<file path="config.mk">
export PLATFORM = sky130hd
export DESIGN_NAME = cpu_6502_instruction_core_flat
export DESIGN_NICKNAME = d
export VERILOG_FILES = /design/src/rtl/c6502_pkg.sv /design/src/rtl/c6502_in_if.sv /design/src/rtl/c6502_out_if.sv /design/src/rtl/c6502_decode.sv /design/src/rtl/c6502_alu.sv /design/src/rtl/cpu_6502_instruction_core.sv /design/src/flat_wrapper.sv
export SDC_FILE = /design/constraint.sdc
export NUM_CORES = 1
export LEC_CHECK = 0
export ABC_AREA = 1
export BUFFER_PORTS_ARGS = -buffer_cell sky130_fd_sc_hd__buf_4
export CAP_MARGIN = 10
export CORE_MARGIN = 5
export CORE_UTILIZATION = 25
export CTS_BUF_LIST = sky130_fd_sc_hd__clkbuf_8 sky130_fd_sc_hd__clkbuf_16
export DETAILED_ROUTE_END_ITERATION = 7
export PLACE_DENSITY_LB_ADDON = 0.15
export SLEW_MARGIN = 30
export SYNTH_ARGS = -nofsm -noshare
export SYNTH_HDL_FRONTEND = slang
export SYNTH_HIERARCHICAL = 1
export SYNTH_SLANG_ARGS = --single-unit
</file>
<file path="constraint.sdc">
create_clock -name clk -period 10.4 [get_ports clk]
set_input_delay 0 -clock clk [delete_from_list [all_inputs] [get_ports clk]]
set_output_delay 0 -clock clk [all_outputs]
set_load 0.005 [all_outputs]
</file>
<file path="src/rtl/c6502_pkg.sv">
// c6502_pkg: shared types and constants for the 6502 instruction core
// depends on nothing; used by the interfaces, decoder, alu and top level

package c6502_pkg;

  localparam logic [15:0] VEC_NMI    = 16'hFFFA;
  localparam logic [15:0] VEC_RESET  = 16'hFFFC;
  localparam logic [15:0] VEC_IRQ    = 16'hFFFE;
  localparam logic [7:0]  STACK_PAGE = 8'h01;
  localparam logic [7:0]  SP_RESET   = 8'hFD;
  localparam logic [7:0]  P_RESET    = 8'h24;
  localparam logic [7:0]  PULL_MASK  = 8'hEF;
  localparam logic [7:0]  FL_U       = 8'h20;
  localparam logic [7:0]  FL_B       = 8'h10;
  localparam logic [15:0] PAGE_MASK  = 16'hFF00;

  localparam logic [7:0] OPC_BRK = 8'h00;
  localparam logic [7:0] OPC_PHP = 8'h08;
  localparam logic [7:0] OPC_JSR = 8'h20;
  localparam logic [7:0] OPC_PLP = 8'h28;
  localparam logic [7:0] OPC_RTI = 8'h40;
  localparam logic [7:0] OPC_PHA = 8'h48;
  localparam logic [7:0] OPC_JMP = 8'h4C;
  localparam logic [7:0] OPC_RTS = 8'h60;
  localparam logic [7:0] OPC_PLA = 8'h68;
  localparam logic [7:0] OPC_JMI = 8'h6C;

  typedef enum logic [3:0] {
    M_ILL, M_IMP, M_ACC, M_SPC, M_IMM, M_REL, M_ZP, M_ZPX, M_ZPY,
    M_ABS, M_ABX, M_ABY, M_IZX, M_IZY
  } mode_t;

  typedef enum logic [4:0] {
    O_ORA, O_AND, O_EOR, O_ADD, O_STA, O_LDA, O_CPA, O_SUB,
    O_ASL, O_ROL, O_LSR, O_ROR, O_STX, O_LDX, O_DEC, O_INC,
    O_BIT, O_STY, O_LDY, O_CPY, O_CPX, O_NONE
  } op_t;

  typedef enum logic [1:0] {K_INSTR, K_RESET, K_NMI, K_IRQ} kind_t;

  typedef struct packed {
    mode_t mode;
    op_t   op;
  } dec_t;

  typedef struct packed {
    logic       cmd;
    logic [7:0] read_data;
    logic       irq_line;
    logic       nmi_pulse;
  } in_item_t;

  typedef struct packed {
    logic [15:0] bus_address;
    logic        bus_write;
    logic [7:0]  write_data;
    logic        instr_end;
    logic        illegal_opcode;
  } out_item_t;

endpackage

</file>
<file path="src/rtl/c6502_in_if.sv">
// c6502_in_if: request channel into the core, carries one completed bus cycle
// depends on c6502_pkg

interface c6502_in_if;
  logic                 valid;
  logic                 ready;
  c6502_pkg::in_item_t  data;
  modport source (output valid, output data, input ready);
  modport sink (input valid, input data, output ready);
endinterface

</file>
<file path="src/rtl/c6502_out_if.sv">
// c6502_out_if: result channel out of the core, carries the next bus access
// depends on c6502_pkg

interface c6502_out_if;
  logic                 valid;
  logic                 ready;
  c6502_pkg::out_item_t data;
  modport source (output valid, output data, input ready);
  modport sink (input valid, input data, output ready);
endinterface

</file>
<file path="src/rtl/c6502_decode.sv">
// c6502_decode: opcode to addressing mode and operation
// depends on c6502_pkg

module c6502_decode (
  input  logic [7:0]       opc,
  output c6502_pkg::dec_t  dec
);
  logic [2:0] a, b;
  logic [1:0] c;
  assign a = opc[7:5];
  assign b = opc[4:2];
  assign c = opc[1:0];

  always_comb begin
    dec.mode = c6502_pkg::M_ILL;
    dec.op   = c6502_pkg::O_NONE;
    case (c)
      2'd1: begin
        dec.op = c6502_pkg::op_t'({2'b00, a});
        case (b)
          3'd0: dec.mode = c6502_pkg::M_IZX;
          3'd1: dec.mode = c6502_pkg::M_ZP;
          3'd2: dec.mode = c6502_pkg::M_IMM;
          3'd3: dec.mode = c6502_pkg::M_ABS;
          3'd4: dec.mode = c6502_pkg::M_IZY;
          3'd5: dec.mode = c6502_pkg::M_ZPX;
          3'd6: dec.mode = c6502_pkg::M_ABY;
          default: dec.mode = c6502_pkg::M_ABX;
        endcase
        if (opc == 8'h89) begin
          dec.mode = c6502_pkg::M_ILL;
          dec.op   = c6502_pkg::O_NONE;
        end
      end
      2'd2: begin
        dec.op = c6502_pkg::op_t'({2'b01, a});
        case (b)
          3'd0: dec.mode = (opc == 8'hA2) ? c6502_pkg::M_IMM : c6502_pkg::M_ILL;
          3'd1: dec.mode = c6502_pkg::M_ZP;
          3'd2: begin
            if (a < 3'd4) dec.mode = c6502_pkg::M_ACC;
            else begin
              dec.mode = c6502_pkg::M_IMP;
              dec.op   = c6502_pkg::O_NONE;
            end
          end
          3'd3: dec.mode = c6502_pkg::M_ABS;
          3'd5: dec.mode = (a == 3'd4 || a == 3'd5) ? c6502_pkg::M_ZPY : c6502_pkg::M_ZPX;
          3'd6: begin
            dec.op   = c6502_pkg::O_NONE;
            dec.mode = (opc == 8'h9A || opc == 8'hBA) ? c6502_pkg::M_IMP : c6502_pkg::M_ILL;
          end
          3'd7: begin
            if (a == 3'd4) dec.mode = c6502_pkg::M_ILL;
            else dec.mode = (a == 3'd5) ? c6502_pkg::M_ABY : c6502_pkg::M_ABX;
          end
          default: dec.mode = c6502_pkg::M_ILL;
        endcase
      end
      2'd0: begin
        case (a)
          3'd1: dec.op = c6502_pkg::O_BIT;
          3'd4: dec.op = c6502_pkg::O_STY;
          3'd5: dec.op = c6502_pkg::O_LDY;
          3'd6: dec.op = c6502_pkg::O_CPY;
          3'd7: dec.op = c6502_pkg::O_CPX;
          default: dec.op = c6502_pkg::O_NONE;
        endcase
        case (b)
          3'd0: begin
            if (a < 3'd4) dec.mode = c6502_pkg::M_SPC;
            else dec.mode = (a == 3'd4) ? c6502_pkg::M_ILL : c6502_pkg::M_IMM;
          end
          3'd1: dec.mode = (a == 3'd1 || a >= 3'd4) ? c6502_pkg::M_ZP : c6502_pkg::M_ILL;
          3'd2: dec.mode = (a < 3'd4) ? c6502_pkg::M_SPC : c6502_pkg::M_IMP;
          3'd3: begin
            if (a == 3'd2 || a == 3'd3) dec.mode = c6502_pkg::M_SPC;
            else dec.mode = (a == 3'd0) ? c6502_pkg::M_ILL : c6502_pkg::M_ABS;
          end
          3'd4: dec.mode = c6502_pkg::M_REL;
          3'd5: dec.mode = (a == 3'd4 || a == 3'd5) ? c6502_pkg::M_ZPX : c6502_pkg::M_ILL;
          3'd6: dec.mode = c6502_pkg::M_IMP;
          default: dec.mode = (opc == 8'hBC) ? c6502_pkg::M_ABX : c6502_pkg::M_ILL;
        endcase
      end
      default: ;
    endcase
  end
endmodule

</file>
<file path="src/rtl/c6502_alu.sv">
// c6502_alu: read-type operations and shift / inc / dec modify unit
// depends on c6502_pkg

module c6502_alu (
  input  c6502_pkg::op_t op,
  input  logic [7:0]     a,
  input  logic [7:0]     x,
  input  logic [7:0]     y,
  input  logic [7:0]     p,
  input  logic [7:0]     v,
  input  logic           rmw,
  output logic [7:0]     a_o,
  output logic [7:0]     x_o,
  output logic [7:0]     y_o,
  output logic [7:0]     p_o,
  output logic [7:0]     res
);
  logic [8:0] sum;
  logic [7:0] opnd, cr, diff;
  logic       cin;

  always_comb begin
    a_o  = a;
    x_o  = x;
    y_o  = y;
    p_o  = p;
    res  = v;
    cin  = p[0];
    opnd = (op == c6502_pkg::O_SUB) ? ~v : v;
    sum  = {1'b0, a} + {1'b0, opnd} + {8'd0, cin};
    cr   = a;
    if (op == c6502_pkg::O_CPX) cr = x;
    if (op == c6502_pkg::O_CPY) cr = y;
    diff = cr - v;
    if (rmw) begin
      case (op)
        c6502_pkg::O_ASL: begin res = {v[6:0], 1'b0}; p_o[0] = v[7]; end
        c6502_pkg::O_ROL: begin res = {v[6:0], cin};  p_o[0] = v[7]; end
        c6502_pkg::O_LSR: begin res = {1'b0, v[7:1]}; p_o[0] = v[0]; end
        c6502_pkg::O_ROR: begin res = {cin, v[7:1]};  p_o[0] = v[0]; end
        c6502_pkg::O_DEC: res = v - 8'd1;
        c6502_pkg::O_INC: res = v + 8'd1;
        default: ;
      endcase
      p_o[1] = (res == 8'd0);
      p_o[7] = res[7];
    end else begin
      case (op)
        c6502_pkg::O_ORA: a_o = a | v;
        c6502_pkg::O_AND: a_o = a & v;
        c6502_pkg::O_EOR: a_o = a ^ v;
        c6502_pkg::O_ADD, c6502_pkg::O_SUB: begin
          a_o    = sum[7:0];
          p_o[0] = sum[8];
          p_o[6] = ~(a[7] ^ opnd[7]) & (a[7] ^ sum[7]);
        end
        c6502_pkg::O_LDA: a_o = v;
        c6502_pkg::O_LDX: x_o = v;
        c6502_pkg::O_LDY: y_o = v;
        default: ;
      endcase
      case (op)
        c6502_pkg::O_ORA, c6502_pkg::O_AND, c6502_pkg::O_EOR, c6502_pkg::O_ADD,
        c6502_pkg::O_SUB, c6502_pkg::O_LDA: begin
          p_o[1] = (a_o == 8'd0); p_o[7] = a_o[7];
        end
        c6502_pkg::O_LDX: begin p_o[1] = (v == 8'd0); p_o[7] = v[7]; end
        c6502_pkg::O_LDY: begin p_o[1] = (v == 8'd0); p_o[7] = v[7]; end
        c6502_pkg::O_CPA, c6502_pkg::O_CPX, c6502_pkg::O_CPY: begin
          p_o[0] = (cr >= v); p_o[1] = (diff == 8'd0); p_o[7] = diff[7];
        end
        c6502_pkg::O_BIT: begin
          p_o[1] = ((a & v) == 8'd0); p_o[7] = v[7]; p_o[6] = v[6];
        end
        default: ;
      endcase
    end
  end
endmodule

</file>
<file path="src/rtl/cpu_6502_instruction_core.sv">
// cpu_6502_instruction_core: 6502 core without decimal mode, one bus cycle per request
// depends on c6502_pkg, c6502_in_if, c6502_out_if, c6502_decode, c6502_alu
//
// usage
//   in  : one request per completed bus cycle: cmd (1 restarts through the reset
//         vector), read_data for the previous read, irq_line level, nmi_pulse
//   out : one result per request: the next bus access (address, write, data),
//         instr_end on opcode fetches and illegal_opcode after a skipped opcode
//   result: registered, loaded into the result register when a request is accepted
//   throughput: one request per cycle while out.ready is high; all work for
//     a request is a single pass through the decoder and alu between the
//     architectural registers and the result register
//   reset: rst_n clears control state and puts the core at the reset-vector
//     read; no result is pending until the first request arrives
//   stall: while the result register is full and out.ready is low, in.ready
//     drops; a taken result frees the register for a request in the same cycle

module cpu_6502_instruction_core (
  input logic clk,
  input logic rst_n,
  c6502_in_if.sink    in_ch,
  c6502_out_if.source out_ch
);

  // architectural and sequencing state
  logic [7:0]  a_r, x_r, y_r, s_r, p_r, opc_r, dt_r;
  logic [15:0] pc_r, at_r;
  logic [2:0]  ph_r;
  logic        nmi_r;
  c6502_pkg::kind_t kind_r;
  c6502_pkg::out_item_t res_r;
  logic        res_vld_r;

  logic [7:0]  a_nxt, x_nxt, y_nxt, s_nxt, p_nxt, opc_nxt, dt_nxt;
  logic [15:0] pc_nxt, at_nxt;
  logic [2:0]  ph_nxt;
  logic        nmi_nxt;
  c6502_pkg::kind_t kind_nxt;
  c6502_pkg::out_item_t req;

  logic accept;
  assign in_ch.ready  = ~res_vld_r | out_ch.ready;
  assign accept       = in_ch.valid & in_ch.ready;
  assign out_ch.valid = res_vld_r;
  assign out_ch.data  = res_r;

  // decode: fresh byte on fetch cycles, the latched opcode otherwise
  logic [7:0] rd, dec_opc;
  c6502_pkg::dec_t dec;
  assign rd      = in_ch.data.read_data;
  assign dec_opc = (kind_r == c6502_pkg::K_INSTR && ph_r == 3'd0) ? rd : opc_r;
  c6502_decode u_dec (.opc(dec_opc), .dec(dec));

  // alu sees the value to operate on and the flags
  logic [7:0] alu_v, alu_a, alu_x, alu_y, alu_p, alu_res;
  logic       alu_rmw;
  c6502_alu u_alu (
    .op(dec.op), .a(a_r), .x(x_r), .y(y_r), .p(p_r), .v(alu_v), .rmw(alu_rmw),
    .a_o(alu_a), .x_o(alu_x), .y_o(alu_y), .p_o(alu_p), .res(alu_res)
  );
  assign alu_v   = (dec.mode == c6502_pkg::M_ACC) ? a_r : rd;
  assign alu_rmw = (dec.op >= c6502_pkg::O_ASL && dec.op <= c6502_pkg::O_ROR) ||
                   dec.op == c6502_pkg::O_DEC || dec.op == c6502_pkg::O_INC;

  logic [7:0]  idx, br_mask, imp_v;
  logic [15:0] pc1, st_addr, st_pull, br_off;
  logic        is_store, br_take;
  assign pc1     = pc_r + 16'd1;
  assign st_addr = {c6502_pkg::STACK_PAGE, s_r};
  assign st_pull = {c6502_pkg::STACK_PAGE, s_r + 8'd1};
  assign is_store = dec.op == c6502_pkg::O_STA || dec.op == c6502_pkg::O_STX ||
                    dec.op == c6502_pkg::O_STY;
  assign br_off  = {{8{rd[7]}}, rd};

  always_comb begin
    idx = 8'd0;
    case (dec.mode)
      c6502_pkg::M_ZPX, c6502_pkg::M_ABX, c6502_pkg::M_IZX: idx = x_r;
      c6502_pkg::M_ZPY, c6502_pkg::M_ABY, c6502_pkg::M_IZY: idx = y_r;
      default: ;
    endcase
    case (opc_r[7:6])
      2'd0: br_mask = 8'h80;
      2'd1: br_mask = 8'h40;
      2'd2: br_mask = 8'h01;
      default: br_mask = 8'h02;
    endcase
    br_take = (((p_r & br_mask) != 8'd0) == opc_r[5]);
  end

  // main next-state logic; boundary handling is folded in at the end
  always_comb begin
    logic        bnd, ill;
    logic [15:0] ea;
    logic        ea_go;
    a_nxt = a_r; x_nxt = x_r; y_nxt = y_r; s_nxt = s_r; p_nxt = p_r;
    pc_nxt = pc_r; at_nxt = at_r; dt_nxt = dt_r; opc_nxt = opc_r;
    ph_nxt = ph_r; kind_nxt = kind_r;
    nmi_nxt = nmi_r | in_ch.data.nmi_pulse;
    req = '0;
    bnd = 1'b0; ill = 1'b0; ea = 16'd0; ea_go = 1'b0;
    imp_v = 8'd0;

    if (kind_r != c6502_pkg::K_INSTR || (ph_r != 3'd0 && opc_r == c6502_pkg::OPC_BRK)) begin
      // push / vector sequence for brk, irq, nmi and reset
      case (ph_r)
        3'd1: begin
          req.bus_address = st_addr; req.bus_write = 1'b1; req.write_data = pc_r[7:0];
          s_nxt = s_r - 8'd1; ph_nxt = 3'd2;
        end
        3'd2: begin
          req.bus_address = st_addr; req.bus_write = 1'b1;
          req.write_data = (kind_r == c6502_pkg::K_INSTR) ?
                           (p_r | c6502_pkg::FL_B | c6502_pkg::FL_U) :
                           ((p_r & c6502_pkg::PULL_MASK) | c6502_pkg::FL_U);
          s_nxt = s_r - 8'd1;
          p_nxt = p_r | 8'h04;
          at_nxt = (kind_r == c6502_pkg::K_NMI) ? c6502_pkg::VEC_NMI : c6502_pkg::VEC_IRQ;
          ph_nxt = 3'd3;
        end
        3'd3: begin req.bus_address = at_r; ph_nxt = 3'd4; end
        3'd4: begin dt_nxt = rd; req.bus_address = at_r + 16'd1; ph_nxt = 3'd5; end
        3'd5: begin pc_nxt = {rd, dt_r}; bnd = 1'b1; end
        default: bnd = 1'b1;
      endcase
    end else if (ph_r == 3'd0) begin
      // opcode fetch completed
      opc_nxt = rd;
      pc_nxt  = pc1;
      case (dec.mode)
        c6502_pkg::M_ILL: begin bnd = 1'b1; ill = 1'b1; end
        c6502_pkg::M_IMP: begin
          bnd = 1'b1;
          case (rd)
            8'h18: p_nxt[0] = 1'b0;
            8'h38: p_nxt[0] = 1'b1;
            8'h58: p_nxt[2] = 1'b0;
            8'h78: p_nxt[2] = 1'b1;
            8'hB8: p_nxt[6] = 1'b0;
            8'hD8: p_nxt[3] = 1'b0;
            8'hF8: p_nxt[3] = 1'b1;
            8'h88: begin imp_v = y_r - 8'd1; y_nxt = imp_v; end
            8'hC8: begin imp_v = y_r + 8'd1; y_nxt = imp_v; end
            8'hCA: begin imp_v = x_r - 8'd1; x_nxt = imp_v; end
            8'hE8: begin imp_v = x_r + 8'd1; x_nxt = imp_v; end
            8'hA8: begin imp_v = a_r; y_nxt = imp_v; end
            8'hAA: begin imp_v = a_r; x_nxt = imp_v; end
            8'h98: begin imp_v = y_r; a_nxt = imp_v; end
            8'h8A: begin imp_v = x_r; a_nxt = imp_v; end
            8'h9A: s_nxt = x_r;
            8'hBA: begin imp_v = s_r; x_nxt = imp_v; end
            default: ;
          endcase
          case (rd)
            8'h88, 8'hC8, 8'hCA, 8'hE8, 8'hA8, 8'hAA, 8'h98, 8'h8A, 8'hBA: begin
              p_nxt[1] = (imp_v == 8'd0); p_nxt[7] = imp_v[7];
            end
            default: ;
          endcase
        end
        c6502_pkg::M_ACC: begin a_nxt = alu_res; p_nxt = alu_p; bnd = 1'b1; end
        c6502_pkg::M_SPC: begin
          case (rd)
            c6502_pkg::OPC_BRK: begin
              pc_nxt = pc_r + 16'd2;
              req.bus_address = st_addr; req.bus_write = 1'b1; req.write_data = pc_nxt[15:8];
              s_nxt = s_r - 8'd1; ph_nxt = 3'd1;
            end
            c6502_pkg::OPC_PHP: begin
              req.bus_address = st_addr; req.bus_write = 1'b1;
              req.write_data = p_r | c6502_pkg::FL_B | c6502_pkg::FL_U;
              s_nxt = s_r - 8'd1; ph_nxt = 3'd6;
            end
            c6502_pkg::OPC_PHA: begin
              req.bus_address = st_addr; req.bus_write = 1'b1; req.write_data = a_r;
              s_nxt = s_r - 8'd1; ph_nxt = 3'd6;
            end
            c6502_pkg::OPC_PLP, c6502_pkg::OPC_PLA: begin
              req.bus_address = st_pull; s_nxt = s_r + 8'd1; ph_nxt = 3'd6;
            end
            c6502_pkg::OPC_RTI, c6502_pkg::OPC_RTS: begin
              req.bus_address = st_pull; s_nxt = s_r + 8'd1; ph_nxt = 3'd1;
            end
            default: begin req.bus_address = pc1; ph_nxt = 3'd1; end
          endcase
        end
        default: begin req.bus_address = pc1; ph_nxt = 3'd1; end
      endcase
    end else begin
      // later cycles of an instruction
      case (opc_r)
        c6502_pkg::OPC_PHP, c6502_pkg::OPC_PHA: bnd = 1'b1;
        c6502_pkg::OPC_PLP: begin
          p_nxt = (rd & c6502_pkg::PULL_MASK) | c6502_pkg::FL_U; bnd = 1'b1;
        end
        c6502_pkg::OPC_PLA: begin
          a_nxt = rd; p_nxt[1] = (rd == 8'd0); p_nxt[7] = rd[7]; bnd = 1'b1;
        end
        c6502_pkg::OPC_RTS: begin
          if (ph_r == 3'd1) begin
            dt_nxt = rd; req.bus_address = st_pull; s_nxt = s_r + 8'd1; ph_nxt = 3'd2;
          end else begin
            pc_nxt = {rd, dt_r} + 16'd1; bnd = 1'b1;
          end
        end
        c6502_pkg::OPC_RTI: begin
          if (ph_r == 3'd1) begin
            p_nxt = (rd & c6502_pkg::PULL_MASK) | c6502_pkg::FL_U;
            req.bus_address = st_pull; s_nxt = s_r + 8'd1; ph_nxt = 3'd2;
          end else if (ph_r == 3'd2) begin
            dt_nxt = rd; req.bus_address = st_pull; s_nxt = s_r + 8'd1; ph_nxt = 3'd3;
          end else begin
            pc_nxt = {rd, dt_r}; bnd = 1'b1;
          end
        end
        c6502_pkg::OPC_JSR: begin
          if (ph_r == 3'd1) begin
            dt_nxt = rd; pc_nxt = pc1;
            req.bus_address = st_addr; req.bus_write = 1'b1; req.write_data = pc1[15:8];
            s_nxt = s_r - 8'd1; ph_nxt = 3'd2;
          end else if (ph_r == 3'd2) begin
            req.bus_address = st_addr; req.bus_write = 1'b1; req.write_data = pc_r[7:0];
            s_nxt = s_r - 8'd1; ph_nxt = 3'd3;
          end else if (ph_r == 3'd3) begin
            req.bus_address = pc_r; ph_nxt = 3'd4;
          end else begin
            pc_nxt = {rd, dt_r}; bnd = 1'b1;
          end
        end
        c6502_pkg::OPC_JMP, c6502_pkg::OPC_JMI: begin
          if (ph_r == 3'd1) begin
            dt_nxt = rd; pc_nxt = pc1; req.bus_address = pc1; ph_nxt = 3'd2;
          end else if (ph_r == 3'd2 && opc_r == c6502_pkg::OPC_JMI) begin
            at_nxt = {rd, dt_r}; req.bus_address = {rd, dt_r}; ph_nxt = 3'd3;
          end else if (ph_r == 3'd3) begin
            // indirect high byte stays in the pointer's page
            dt_nxt = rd;
            req.bus_address = (at_r & c6502_pkg::PAGE_MASK) | {8'd0, at_r[7:0] + 8'd1};
            ph_nxt = 3'd4;
          end else begin
            pc_nxt = {rd, dt_r}; bnd = 1'b1;
          end
        end
        default: begin
          if (dec.mode == c6502_pkg::M_REL) begin
            pc_nxt = br_take ? (pc1 + br_off) : pc1; bnd = 1'b1;
          end else if (dec.mode == c6502_pkg::M_IMM) begin
            pc_nxt = pc1; a_nxt = alu_a; x_nxt = alu_x; y_nxt = alu_y; p_nxt = alu_p;
            bnd = 1'b1;
          end else if (ph_r == 3'd7) begin
            bnd = 1'b1;
          end else if (ph_r == 3'd6) begin
            if (alu_rmw) begin
              dt_nxt = alu_res; p_nxt = alu_p;
              req.bus_address = at_r; req.bus_write = 1'b1; req.write_data = alu_res;
              ph_nxt = 3'd7;
            end else begin
              if (!is_store) begin
                a_nxt = alu_a; x_nxt = alu_x; y_nxt = alu_y; p_nxt = alu_p;
              end
              bnd = 1'b1;
            end
          end else begin
            case (dec.mode)
              c6502_pkg::M_ZP, c6502_pkg::M_ZPX, c6502_pkg::M_ZPY: begin
                pc_nxt = pc1; ea = {8'd0, rd + idx}; ea_go = 1'b1;
              end
              c6502_pkg::M_ABS, c6502_pkg::M_ABX, c6502_pkg::M_ABY: begin
                pc_nxt = pc1;
                if (ph_r == 3'd1) begin
                  dt_nxt = rd; req.bus_address = pc1; ph_nxt = 3'd2;
                end else begin
                  ea = {rd, dt_r} + {8'd0, idx}; ea_go = 1'b1;
                end
              end
              c6502_pkg::M_IZX, c6502_pkg::M_IZY: begin
                if (ph_r == 3'd1) begin
                  pc_nxt = pc1;
                  at_nxt = {8'd0, (dec.mode == c6502_pkg::M_IZX) ? rd + idx : rd};
                  req.bus_address = at_nxt; ph_nxt = 3'd2;
                end else if (ph_r == 3'd2) begin
                  dt_nxt = rd; req.bus_address = {8'd0, at_r[7:0] + 8'd1}; ph_nxt = 3'd3;
                end else begin
                  ea = {rd, dt_r} + ((dec.mode == c6502_pkg::M_IZY) ? {8'd0, idx} : 16'd0);
                  ea_go = 1'b1;
                end
              end
              default: bnd = 1'b1;
            endcase
          end
        end
      endcase
    end

    // effective address ready: issue the data access
    if (ea_go) begin
      at_nxt = ea; req.bus_address = ea; ph_nxt = 3'd6;
      case (dec.op)
        c6502_pkg::O_STA: begin req.bus_write = 1'b1; req.write_data = a_r; end
        c6502_pkg::O_STX: begin req.bus_write = 1'b1; req.write_data = x_r; end
        c6502_pkg::O_STY: begin req.bus_write = 1'b1; req.write_data = y_r; end
        default: ;
      endcase
    end

    // instruction boundary: interrupt check, else opcode fetch
    if (bnd) begin
      kind_nxt = c6502_pkg::K_INSTR;
      if (nmi_nxt || (in_ch.data.irq_line && !p_nxt[2])) begin
        kind_nxt = nmi_nxt ? c6502_pkg::K_NMI : c6502_pkg::K_IRQ;
        nmi_nxt = 1'b0;
        req.bus_address = {c6502_pkg::STACK_PAGE, s_nxt};
        req.bus_write = 1'b1; req.write_data = pc_nxt[15:8];
        s_nxt = s_nxt - 8'd1;
        ph_nxt = 3'd1;
      end else begin
        req.bus_address = pc_nxt; req.bus_write = 1'b0; req.write_data = 8'd0;
        req.instr_end = 1'b1; ph_nxt = 3'd0;
      end
      req.illegal_opcode = ill;
    end

    // restart through the reset vector
    if (in_ch.data.cmd) begin
      a_nxt = 8'd0; x_nxt = 8'd0; y_nxt = 8'd0; s_nxt = c6502_pkg::SP_RESET;
      p_nxt = c6502_pkg::P_RESET; pc_nxt = 16'd0; opc_nxt = 8'd0; dt_nxt = 8'd0;
      nmi_nxt = 1'b0; kind_nxt = c6502_pkg::K_RESET; ph_nxt = 3'd4;
      at_nxt = c6502_pkg::VEC_RESET;
      req = '0; req.bus_address = c6502_pkg::VEC_RESET;
    end
  end

  always_ff @(posedge clk) begin
    if (!rst_n) begin
      a_r <= 8'd0; x_r <= 8'd0; y_r <= 8'd0; s_r <= c6502_pkg::SP_RESET;
      p_r <= c6502_pkg::P_RESET; pc_r <= 16'd0; opc_r <= 8'd0; dt_r <= 8'd0;
      at_r <= c6502_pkg::VEC_RESET; ph_r <= 3'd4; kind_r <= c6502_pkg::K_RESET;
      nmi_r <= 1'b0; res_vld_r <= 1'b0;
    end else begin
      if (accept) begin
        a_r <= a_nxt; x_r <= x_nxt; y_r <= y_nxt; s_r <= s_nxt; p_r <= p_nxt;
        pc_r <= pc_nxt; opc_r <= opc_nxt; dt_r <= dt_nxt; at_r <= at_nxt;
        ph_r <= ph_nxt; kind_r <= kind_nxt; nmi_r <= nmi_nxt;
        res_vld_r <= 1'b1;
      end else if (out_ch.ready) begin
        res_vld_r <= 1'b0;
      end
    end
  end

  always_ff @(posedge clk) begin
    if (accept) res_r <= req;
  end

  // status bit 5 is always set and bit 4 always clear in the register
  a_p_fixed: assert property (@(posedge clk) disable iff (!rst_n)
    p_r[5] && !p_r[4]) else $error("status packing broken");

  // a held result stays put while the receiver stalls
  a_hold: assert property (@(posedge clk) disable iff (!rst_n)
    (res_vld_r && !out_ch.ready) |=> $stable(res_r)) else $error("result changed");

  // opcode fetch is always a read
  a_fetch_rd: assert property (@(posedge clk) disable iff (!rst_n)
    (res_vld_r && res_r.instr_end) |-> !res_r.bus_write) else $error("fetch wrote");

  // a restart always requests the reset vector
  a_restart: assert property (@(posedge clk) disable iff (!rst_n)
    (accept && in_ch.data.cmd) |=> (res_r.bus_address == c6502_pkg::VEC_RESET))
    else $error("restart missed vector");

endmodule

</file>
<file path="src/flat_wrapper.sv">
// flat-port wrapper written by rule: the top's interface ports become plain ports
module cpu_6502_instruction_core_flat 
  (clk, rst_n, in_ch_valid, in_ch_data, in_ch_ready, out_ch_valid, out_ch_data, out_ch_ready);
  c6502_in_if in_ch_i ();
  c6502_out_if out_ch_i ();
  input logic clk;
  input logic rst_n;
  input wire logic [$bits(in_ch_i.valid)-1:0] in_ch_valid;
  input wire logic [$bits(in_ch_i.data)-1:0] in_ch_data;
  output wire logic [$bits(in_ch_i.ready)-1:0] in_ch_ready;
  output wire logic [$bits(out_ch_i.valid)-1:0] out_ch_valid;
  output wire logic [$bits(out_ch_i.data)-1:0] out_ch_data;
  input wire logic [$bits(out_ch_i.ready)-1:0] out_ch_ready;
  assign in_ch_i.valid = in_ch_valid;
  assign in_ch_i.data = in_ch_data;
  assign in_ch_ready = in_ch_i.ready;
  assign out_ch_valid = out_ch_i.valid;
  assign out_ch_data = out_ch_i.data;
  assign out_ch_i.ready = out_ch_ready;
  cpu_6502_instruction_core u_core (.clk(clk), .rst_n(rst_n), .in_ch(in_ch_i), .out_ch(out_ch_i));
endmodule
</file>
==> metrics, run 1 <==
Final setup viols=0; Layout fillers=approximately 10000; RSZ-0062 raised after global routing=no; Arrival @ worst endpoint=between 7000 and 8000 ps; post-synthesis net count=between 3000 and 4000; largest net degree at the start of global routing=56; Std-Cell Rows=108; DR pass1 iterations=8; Period Utilization, post-route=0.729; Slew headroom=0.302; Setup CP Type=flip-flop to flip-flop; Inserted Clock Buffers=17; Final HPWL DP=~110000 um; Crit path largest cell delay=730 ps; crit end category=flip-flop; Root Buffer=clkbuf_16; per-cell routed wire length=around 29 um; Reg2Reg Depth=30; initial antenna violation count=6; Max FO, Critical Path=23; Reg area=between 2000 and 3000 um2; Synth Instances=3864; worst slew pin tran=roughly 1000 ps; CTS Sinks=120; Chip Height=between 300 and 400 um; vias in the first global route=26900; Reg clk slew, reported paths=~70 ps; Reg2Reg Capture Point=u_core/p_r[0]$_SDFFE_PN0P_; LEAKAGE=between 10 and 15 nW; worst skew pair latency=around 520 ps; Period minus WS final=roughly 7600 ps; max_cap viols=0; final hold violations=0; peak supply drop=between 100 and 150 uV; GPL Wtd Cong=~1.1; CTS tree=yes; Die X=305 um; Pwr Density=between 100 and 150 nW/um2; total number of vias=roughly 29000; total gr overflow=0; post-layout util=0.275; DRC Markers=1; CP dominant cell by count=nand2_1; status=finished with violations; number of placed I/O pins=between 40 and 50; Post-Syn Area per Cell=5.61 um2; CORE AREA=~86000 um2; R2R setup slack=about 2800 ps; Slowest cell on crit path=dfxtp_1; CP Launch Type=flip-flop; Initial Util=0.251; share of layout cells above drive strength 1=0.0849; commonest non-fill, non-tap cells in the layout=1007 x nand2_1, 393 x o21ai_0, 365 x inv_1; Max H-tree Level=4; area of the multi-input gates=between 15000 and 20000 um2; Required @ worst endpoint=around 11000 ps; clk_skew=about 29 ps; Area Overhead vs Synth=9.60%; final WL=146000 um; fin. max-slew vios=0; vias per inst=5.88; yosys warns=6; # port buffers=43; Syn Std Cell Area=21700 um2; hold crit path type=input pin to flip-flop; fmax=around 130 MHz; min-delay src=in_ch_data[6]; Total Routing Usage GR=0.298; first-pass GRT wire length=204000 um; Setup TNS=0 ps; commonest non-fill, non-tap cell in the layout=nand2_1; cts repair resizes=0; Cells on Worst Hold Path=3; worst-case clock buffer depth=2; worst r2r src=u_core/ph_r[0]$_SDFFE_PN0P_; Post-layout nets=3926; violated checks=DRC; Worst Hold Path EP=u_core/opc_r[4]$_SDFFE_PN0P_; starting DRC count in detailed routing=3988; Final ANT Viol Nets=0; die area=92800 um2
[state kept, by name (all words and copies together), names as in the netlist]
name / count
u_core/a_r: 8
u_core/at_r: 16
u_core/dt_r: 8
u_core/kind_r: 2
u_core/nmi_r: 1
u_core/opc_r: 8
u_core/out_ch.data: 27
u_core/out_ch.valid: 1
u_core/p_r: 6
u_core/pc_r: 16
u_core/ph_r: 3
u_core/s_r: 8
u_core/x_r: 8
u_core/y_r: 8
[repair_timing]
item | CTS | global route
endpoints found under the hold margin | 23 | 0
hold buffers | 5 | 0
buffers inserted | 0 | 0
[power breakdown]
part | switching (mW) | leakage (nW) | internal, mW | total (mW)
Combinational | 1.31 | 8.93 | 0.461 | 1.77
Clock | 0.287 | 0.304 | 0.390 | 0.676
Sequential | 0.0724 | 1.02 | 0.522 | 0.595
[through the flow]
| step | area, um2 | hold slack [ps] | setup slack (ps) | instances | power, mW |
|---|---|---|---|---|---|
| after floorplan | 21700 | 102 | 4320 | 3864 | 1.65 |
| after global placement | 23100 | 313 | 3010 | 4944 | 2.32 |
| after detailed placement | 23100 | 317 | 3090 | 4944 | 2.30 |
| after CTS | 23800 | 27.6 | 3030 | 4981 | 2.99 |
| after global routing | 23800 | 61.2 | 2380 | 4981 | 3.18 |
| final | 23800 | 67.3 | 2820 | 4984 | 3.04 |
[per-layer routing]
metal / vias up / track usage / share of wire
met5: - / 0 / 0.00028
met4: 6 / 0.174 / 0.070
met3: 424 / 0.0663 / 0.098
met2: 1830 / 0.444 / 0.42
met1: 13900 / 0.396 / 0.42
li1: 13100 / - / -
[worst max path at each step]
stage                                  startpoint                                   to  slack, ps  depth (start not counted)
finish                u_core/ph_r[0]$_SDFFE_PN0P_           u_core/p_r[0]$_SDFFE_PN0P_       2820                         30
global route          u_core/ph_r[0]$_SDFFE_PN0P_         u_core/at_r[14]$_SDFFE_PN1P_       2380                         30
CTS                   u_core/ph_r[0]$_SDFFE_PN0P_         u_core/at_r[14]$_SDFFE_PN1P_       3030                         31
detailed placement    u_core/ph_r[0]$_SDFFE_PN0P_         u_core/at_r[14]$_SDFFE_PN1P_       3090                         31
global placement      u_core/ph_r[0]$_SDFFE_PN0P_  u_core/out_ch.data[8]$_SDFFCE_PP0P_       3010                         24
floorplan           u_core/kind_r[0]$_SDFFE_PN1P_           u_core/p_r[1]$_SDFFE_PN0P_       4320                         38
[worst max-delay path, delay by kind of cell, from the launching register on]
kind	cells	cell delay, ps
xor gates and xnor gates	1	230
DFF	1	730
adders and majority gates	2	600
AOI/OAI and AO/OA	8	2240
buffers and inverters	3	530
and+or+nand+nor	16	3060
[final cells by class]
type                       instances  area share
antenna                            3    0.000316
clock buffer                      22      0.0227
clock inverter                    10     0.00363
inverter                         427      0.0678
multi-input combinational       3133       0.696
sequential                       120       0.112
tap                             1155      0.0608
timing repair buffer             114      0.0365
Note: power is estimated with default switching activity, not from simulation.
==> inputs of run 2 (changes only) <==
clock period = 6.7 ns   (was 10.4 ns; I/O delays follow)
==> run 2 against run 1 <==
Hold slack gained 15 ps; highest routed layer unchanged; first-iteration DRC count grew 5.9%; via count grew 1.1%; sequential power grew 54%; utilization grew 0.20 points; critical endpoint is now u_core/at_r[12]$_SDFFE_PN1P_; register-to-register slack lost 2400 ps; the flow now finishes without violations; global-route usage shrank 0.17 points; clock power grew 43%; combinational power grew 59%; largest power group unchanged.
==> metrics, run 2 (synthesized netlist as in run 1, its figures left out) <==
final WL=145000 um (was 146000 um); Crit path largest cell delay=420 ps (was 730 ps); largest net degree at the start of global routing=61 (was 56); area of the multi-input gates=16600 um2 (was 16500 um2); Slew headroom=0.257 (was 0.302); die area=92800 um2 (unchanged); Period minus WS final=6320 ps (was 7580 ps); max_cap viols=0 (unchanged); commonest non-fill, non-tap cell in the layout=nand2_1 (unchanged); fmax=158 MHz (was 132 MHz); fin. max-slew vios=0 (unchanged); CP dominant cell by count=nand2_1 (unchanged); Layout fillers=10100 (about the same); crit end category=flip-flop (unchanged); Die X=305 um (unchanged); worst hold slack=81.9 ps (was 67.3 ps); CP Launch Type=flip-flop (unchanged); vias in the first global route=27200 (was 26900); Initial Util=0.251 (unchanged); Max H-tree Level=4 (unchanged); Total Routing Usage GR=0.296 (was 0.298); Required @ worst endpoint=7070 ps (was 10750 ps); # port buffers=43 (unchanged); Std-Cell Rows=108 (unchanged); Arrival @ worst endpoint=6690 ps (was 7930 ps); worst-case clock buffer depth=2 (unchanged); first-pass GRT wire length=203000 um (was 204000 um); LEAKAGE=10.4 nW (was 10.2 nW); Final HPWL DP=113000 um (about the same); Crit path max-delay family=simple AND/OR/NAND/NOR gates (unchanged); starting DRC count in detailed routing=4225 (was 3988); RSZ-0062 raised after global routing=no (unchanged); Psw=2.58 mW (was 1.67 mW); clk_skew=25.7 ps (was 29.3 ps); Max FO, Critical Path=11 (was 23); DR pass1 iterations=6 (was 8); share of layout cells above drive strength 1=0.0918 (was 0.0849); min-delay src=in_ch_data[10] (was in_ch_data[6]); Period Utilization, post-route=0.944 (was 0.729); total gr overflow=0 (unchanged); Placed Area=23300 um2 (was 23100 um2); Root Buffer=clkbuf_16 (unchanged); initial antenna violation count=10 (was 6); vias per inst=5.91 (was 5.88); total number of vias=29600 (was 29300); worst r2r src=u_core/kind_r[0]$_SDFFE_PN1P_ (was u_core/ph_r[0]$_SDFFE_PN0P_); switch share=0.550 (was 0.549); Setup TNS=0 ps (unchanged); per-cell routed wire length=29.0 um (was 29.3 um); Reg clk slew, reported paths=60 ps (was 70 ps); worst skew pair latency=510 ps (was 520 ps); CTS tree=yes (unchanged); Reg area=2670 um2 (unchanged); status=finished, final reports clean (was finished with violations); DRC Markers=0 (was 1); Buf/Inv on CP=6 (was 3); CTS Sinks=120 (unchanged); Setup CP Type=flip-flop to flip-flop (unchanged); Reg2Reg Depth=36 (was 30); Post-layout nets=3955 (was 3926); hold crit path type=input pin to flip-flop (unchanged); Area Overhead vs Synth=10.4% (was 9.60%); Slowest cell on crit path=nor2_2 (was dfxtp_1); Setup WS pre-CTS=438 ps (was 3090 ps); worst slew pin tran=1110 ps (was 1040 ps); Pwr Density=196 nW/um2 (was 128 nW/um2); max FFs per register=27 (unchanged); Worst Hold Path EP=u_core/out_ch.data[12]$_SDFFCE_PP0P_ (was u_core/opc_r[4]$_SDFFE_PN0P_); Flop pwr share=0.195 (about the same); Final Cell Area=23900 um2 (was 23800 um2); Cells on Worst Hold Path=2 (was 3); Comb power frac=0.599 (was 0.582); final hold violations=0 (unchanged); Final setup viols=0 (unchanged); peak supply drop=217 uV (was 135 uV); Reg2Reg Capture Point=u_core/at_r[12]$_SDFFE_PN1P_ (was u_core/p_r[0]$_SDFFE_PN0P_); commonest non-fill, non-tap cells in the layout=1006 x nand2_1, 391 x o21ai_0, 367 x inv_1 (was 1007 x nand2_1, 393 x o21ai_0, 365 x inv_1); R2R setup slack=380 ps (was 2820 ps); Chip Height=305 um (unchanged); clock power share=0.206 (was 0.222); CORE AREA=86500 um2 (unchanged); Inserted Clock Buffers=17 (unchanged); number of placed I/O pins=44 (unchanged); total power=4.70 mW (was 3.04 mW); Ant. Diodes=0 (was 3); final worst slack=377 ps (was 2820 ps); Pint=2.12 mW (was 1.37 mW); Final ANT Viol Nets=0 (unchanged); GPL Wtd Cong=1.10 (was 1.07)
run 2: metrics by stage:
stage          utilization  cells
6_report             0.277   5010
5_1_grt              0.277   5010
3_3_place_gp         0.269   4971
3_5_place_dp         0.269   4971
4_1_cts              0.276   5008
2_1_floorplan            -   3864
run 2: how the worst max path moves through the flow:
stage               cells after the start  slack [ps]                           end                           from
global placement                       34         390    u_core/p_r[1]$_SDFFE_PN0P_  u_core/kind_r[0]$_SDFFE_PN1P_
floorplan                              38         620    u_core/p_r[1]$_SDFFE_PN0P_  u_core/kind_r[0]$_SDFFE_PN1P_
global route                           38           2  u_core/at_r[14]$_SDFFE_PN1P_  u_core/kind_r[0]$_SDFFE_PN1P_
finish                                 36         380  u_core/at_r[12]$_SDFFE_PN1P_  u_core/kind_r[0]$_SDFFE_PN1P_
detailed placement                     28         440   u_core/at_r[4]$_SDFFE_PN1P_  u_core/kind_r[0]$_SDFFE_PN1P_
CTS                                    28         410   u_core/at_r[4]$_SDFFE_PN1P_  u_core/kind_r[0]$_SDFFE_PN1P_
run 2: worst reg2reg max path: cells and delay by family (launching register included):
family,cells,cell delay (ps)
fa+ha+maj,2,690
simple gates,23,3440
flops,1,340
compound gates,5,650
buf+inv,6,1070
run 2: power by group through the flow:
stage | sequential [mW] | clock (mW) | combinational, mW
6_report | 0.915 | 0.969 | 2.81
3_5_place_dp | 0.924 | 0 | 2.69
4_1_cts | 0.909 | 0.991 | 2.70
3_3_place_gp | 0.927 | 0 | 2.71
2_1_floorplan | 0.875 | 0 | 1.68
5_1_grt | 0.916 | 1.02 | 2.98
run 2: layer usage:
layer,GRT usage,up-vias,part of all wire
met5,0,-,0.00029
met4,0.175,6,0.074
met3,0.0537,436,0.091
met2,0.442,1793,0.41
met1,0.399,14200,0.42
li1,-,13200,-
run 2: repair_timing:
| action | in CTS | in global routing |
|---|---|---|
| hold endpoints to repair | 23 | 0 |
| setup endpoints to repair | 0 | 18 |
| setup buffers | 0 | 1 |
| resized for setup | 0 | 7 |
| hold buffers | 5 | 0 |
run 2: layout make-up:
type	count	area share
inverters	427	0.0674
flip-flops and latches	120	0.112
multi-input cells	3134	0.692
clock inverters	13	0.00481
repair buffers	142	0.0450
clock buffers	19	0.0189
well taps	1155	0.0604
